File: src/sv/tiedil_pkg.sv
// Shared types and constants of the texture island edge dilation block.
// No dependencies; every other file imports it.
package tiedil_pkg;

  localparam int IDX_W     = 18;
  localparam int CH_W      = 8;
  localparam int COLOR_W   = 3 * CH_W;
  localparam int SUM_W     = 11;
  localparam int CNT_W     = 4;
  localparam int CFG_W     = 10;
  localparam int PASS_W    = 4;
  localparam int MIN_SIDE  = 32;
  localparam int DIV_STEPS = SUM_W;

  localparam logic [CH_W-1:0] ALPHA_ON = 8'd255;

  localparam logic [1:0] FUNC_LOAD = 2'd0;
  localparam logic [1:0] FUNC_RUN  = 2'd1;
  localparam logic [1:0] FUNC_READ = 2'd2;

  localparam logic CFG_IMAGE_SIZE     = 1'b0;
  localparam logic CFG_PADDING_PASSES = 1'b1;

  typedef enum logic [3:0] {
    ST_IDLE,
    ST_PASS,
    ST_CADDR,
    ST_CREAD,
    ST_CEVAL,
    ST_NADDR,
    ST_NREAD,
    ST_NACC,
    ST_DIV,
    ST_WRITE,
    ST_NEXT
  } state_t;

  typedef struct packed {
    logic start_run;
    logic pass_begin;
    logic addr_load;
    logic center_hold;
    logic acc;
    logic div_step;
    logic wr_texel;
    logic texel_next;
    logic pass_end;
  } cmd_t;

  typedef struct packed {
    logic center_cov;
    logic n_zero;
    logic div_done;
    logic nb_last;
    logic texel_last;
    logic pass_zero;
  } sts_t;

endpackage

File: src/sv/tiedil_ctrl.sv
// Pass sequencer of the dilation block: walks passes, texels and neighbors.
// Depends on tiedil_pkg; drives the datapath through cmd_t, reads sts_t.
module tiedil_ctrl (
  input  logic              clk,
  input  logic              rst_n,
  input  logic              start,
  input  logic [1:0]        in_func,
  input  tiedil_pkg::sts_t  sts,
  output tiedil_pkg::cmd_t  cmd,
  output logic              busy
);
  import tiedil_pkg::*;

  state_t state_r, state_nxt;

  always_ff @(posedge clk) begin
    if (!rst_n) begin
      state_r <= ST_IDLE;
    end else begin
      state_r <= state_nxt;
    end
  end

  always_comb begin
    state_nxt = state_r;
    cmd       = '0;
    busy      = (state_r != ST_IDLE);
    unique case (state_r)
      ST_IDLE: begin
        if (start && in_func == FUNC_RUN) begin
          cmd.start_run = 1'b1;
          state_nxt     = ST_PASS;
        end
      end
      ST_PASS: begin
        if (sts.pass_zero) begin
          state_nxt = ST_IDLE;
        end else begin
          cmd.pass_begin = 1'b1;
          state_nxt      = ST_CADDR;
        end
      end
      ST_CADDR: begin
        cmd.addr_load = 1'b1;
        state_nxt     = ST_CREAD;
      end
      ST_CREAD: state_nxt = ST_CEVAL;
      ST_CEVAL: begin
        cmd.center_hold = 1'b1;
        state_nxt       = sts.center_cov ? ST_WRITE : ST_NADDR;
      end
      ST_NADDR: begin
        cmd.addr_load = 1'b1;
        state_nxt     = ST_NREAD;
      end
      ST_NREAD: state_nxt = ST_NACC;
      ST_NACC: begin
        cmd.acc   = 1'b1;
        state_nxt = sts.nb_last ? ST_DIV : ST_NADDR;
      end
      ST_DIV: begin
        if (sts.n_zero || sts.div_done) begin
          state_nxt = ST_WRITE;
        end else begin
          cmd.div_step = 1'b1;
        end
      end
      ST_WRITE: begin
        cmd.wr_texel = 1'b1;
        state_nxt    = ST_NEXT;
      end
      ST_NEXT: begin
        cmd.texel_next = 1'b1;
        if (sts.texel_last) begin
          cmd.pass_end = 1'b1;
          state_nxt    = ST_PASS;
        end else begin
          state_nxt = ST_CADDR;
        end
      end
      default: state_nxt = ST_IDLE;
    endcase
  end

endmodule

File: config.mk
export PLATFORM = sky130hd
export DESIGN_NAME = tiedil_ctrl
export DESIGN_NICKNAME = d
export VERILOG_FILES = /design/src/sv/tiedil_pkg.sv /design/src/sv/tiedil_ctrl.sv
export SDC_FILE = /design/constraint.sdc
export NUM_CORES = 1
export LEC_CHECK = 0
export ABC_AREA = 1
export BUFFER_PORTS_ARGS = -buffer_cell sky130_fd_sc_hd__buf_2
export CELL_PAD_IN_SITES_DETAIL_PLACEMENT = 1
export CELL_PAD_IN_SITES_GLOBAL_PLACEMENT = 2
export CORE_ASPECT_RATIO = 0.9
export CORE_MARGIN = 3
export CORE_UTILIZATION = 15
export DETAILED_ROUTE_END_ITERATION = 10
export GPL_ROUTABILITY_DRIVEN = 0
export PLACE_DENSITY = 0.72
export REMOVE_ABC_BUFFERS = 1
export SYNTH_ARGS = -nofsm -noshare
export SYNTH_HDL_FRONTEND = slang
export SYNTH_SLANG_ARGS = --single-unit
File: constraint.sdc
create_clock -name clk -period 0.99 [get_ports clk]
set_input_delay 0.0495 -clock clk [delete_from_list [all_inputs] [get_ports clk]]
set_output_delay 0.0495 -clock clk [all_outputs]
set_load 0.05 [all_outputs]
==> results by group <==
Timing
  – Clk_skew: ~0.0011 ns
  – Final period util: 121%
  – PnR worst setup slack: -0.204 ns
  – Slew margin rel.: 89.0%
  – Setup TNS Final: -2.09 ns
  – Min Tclk post-route: roughly 1.2 ns
  – Unrepaired setup endpoints after global routing: yes
  – Slew of the pin with the lowest slew margin: approximately 0.16 ns
  – WHS: between 0.02 and 0.03 ns
  – Slew Limit Fails: 0
  – Final setup viols: 14
  – Fin. Hold Viols: 0
  – FMAX: around 0.84 GHz

Detailed routing
  – Routed via count: 530
  – Vias per cell: around 4.2
  – Post-route DRC: 0
  – Antenna viol nets, final: 0
  – Starting DRT DRC Count: 3
  – DRT Wirelength: 1480 um
  – WL per Instance: 11.7 um
  – First-pass DRT Iterations: 4

Layout
  – Net count, final: roughly 110
  – Max reg flops: 4
  – Top reg by flops: state_r
  – # diodes: 0
  – Largest registers: state_r: 4 flops
  – Layout cell share with drive strength beyond 1: 66.3%
  – Filler cells: between 200 and 300
  – Area growth syn-to-layout: 137%

Placed design
  – PortBufs: 20
  – Post-DP HPWL: between 1000 and 1500 um

Setup path
  – CP endpoint: cmd[6]
  – R2R Setup Slk: -0.13 ns
  – Critical path startpoint category: flip-flop
  – Critical Path AT: ~1.1 ns
  – Critical R2R Launch: state_r[0]
  – R2r worst-path depth: 7
  – Critical path class: reg2out
  – Worst EP required: about 0.94 ns
  – Worst Path Max Fanout: 4
  – Crit Reg-Reg Endpoint: state_r[1]
  – Critical Path End Type: output pin
  – Critical Path Start: state_r[0]

Clocking
  – H-tree depth: 1
  – Clock sink count: 4
  – CTS root buf: clkbuf_4
  – Cts bufs inserted: 3
  – Clk_lat worst skew: between 0.2 and 0.25 ns
  – Clk slew on worst S/H paths: ~0.040 ns
  – CTS tree: yes
  – Cts hold-fix bufs: 0
  – Longest Clk Path Bufs: 2

Synth
  – Synthesis Warnings: 0
  – Register bit total from synthesis: 4
  – Gate Count Post-Synth: 70
  – Yosys cell types: 9
  – Avg Cell Area, Syn: 4.90 um^2
  – Mapped cell area: 343 um^2
  – Register area share after synthesis: between 20% and 30%

Outcome
  – Status: finished, violations left
  – Violated checks: setup timing

GRT
  – Largest net degree at the start of global routing: 6
  – Vias in the first global route: around 530
  – GRT Total Usage: roughly a tenth
  – Total gr overflow: 0
  – Antenna violations before repair: 0
  – First-pass GRT wire length: 2330 um

Pwr
  – Pleak: approximately 0.41 nW
  – VDD IR-drop max: 0.448 mV
  – Pwr dens: around 970 nW/um^2

Worst hold path
  – Hold crit path type: in2reg

Run
  – Max cap viols: 0

Floorplanning
  – Core box area: between 2000 and 2500 um^2
  – Initial core utilization: between 15 and 20%
  – Die Span Y: slightly above 50 um
  – Core Rows: 15
  – Die width: approximately 56 um
  – I/O pin cnt: 21
  – Die area: just under 3000 um^2
-- cells in the final DEF, fill, tap and decap left out, drive strengths merged --
cell	instances
dfxtp	4
inv	14
nand2	24
o21ai	3
buf	28
nor3	1
clkbuf	3
nand3	6
nor2	18
-- worst min-delay path by stage --
stage | slack, ns | endpoint | start | cells after the start
floorplan | 0.15 | state_r[3] | rst_n | 2
global placement | 0.26 | state_r[3] | rst_n | 3
detailed placement | 0.26 | state_r[3] | rst_n | 3
CTS | 0.01 | state_r[3] | rst_n | 3
global route | 0.07 | state_r[3] | rst_n | 3
finish | 0.03 | state_r[3] | rst_n | 3
-- final cells by class --
| type | count | area, um^2 | area share (%) |
|---|---|---|---|
| Inverter | 14 | 60.1 | 7.40 |
| Timing Repair Buffer | 28 | 265 | 32.7 |
| Multi-Input combinational cell | 52 | 338 | 41.6 |
| Clock buffer | 3 | 22.5 | 2.77 |
| Sequential cell | 4 | 95.1 | 11.7 |
| Tap cell | 25 | 31.3 | 3.85 |
-- where the power goes --
part	internal, mW	switching [mW]
clock	0.135	0.0617
sequential	0.169	0.0271
combinational	0.179	0.216
-- stage by stage --
step                total power, mW  instances  setup WS (ns)  util (%)  area (um^2)
global placement              0.417        119         -0.190      24.6          504
global route                  0.839        126         -0.260      39.7          812
floorplan                     0.331         70          -1.09         -          343
CTS                           0.719        124         -0.246      33.6          688
finish                        0.788        126         -0.204      39.7          812
detailed placement            0.418        119         -0.189      24.6          504
-- routing by layer --
| metal | share of wire [%] | wire length, um | track usage, % | up-vias |
|---|---|---|---|---|
| met3 | 2.4 | 35 | 1.01 | 0 |
| met5 | 0 | 0 | 0 | - |
| met4 | 0 | 0 | 4.74 | 0 |
| met1 | 40 | 588 | 12.0 | 248 |
| met2 | 58 | 854 | 18.9 | 8 |
| li1 | - | - | - | 274 |
-- timing repair --
action                                  4_1_cts  5_1_grt
setup buffers                                 2        2
endpoints found under the setup margin       14       14
gates resized for setup                      53       28
pin swaps                                     7       10
hold endpoints to repair                      0        0
-- kinds of logic after synthesis --
kind of cell	count (synthesis)	share of synthesized area, %
flip-flops	4	23.4
AO/OA/AOI/OAI	3	4.38
buffers and inverters	14	15.3
AND/OR/NAND/NOR	49	56.9
-- synthesized netlist by cell type --
cell,instances,area [um^2]
o21ai_0,3,15.0
nand3_1,6,30.0
dfxtp_1,4,80.1
nor2_2,1,6.26
nor2_1,17,63.8
inv_1,13,48.8
nor3_1,1,5.00
nand2_1,24,90.1
inv_2,1,3.75
-- worst max-delay path, cell delays in order, from the launching register on --
cell and delay, ns:
dfxtp_4 0.37, buf_12 0.13, nor2_4 0.09, nand2_1 0.08, o21ai_2 0.07, buf_6 0.17
(Power assumes the default switching activity.)
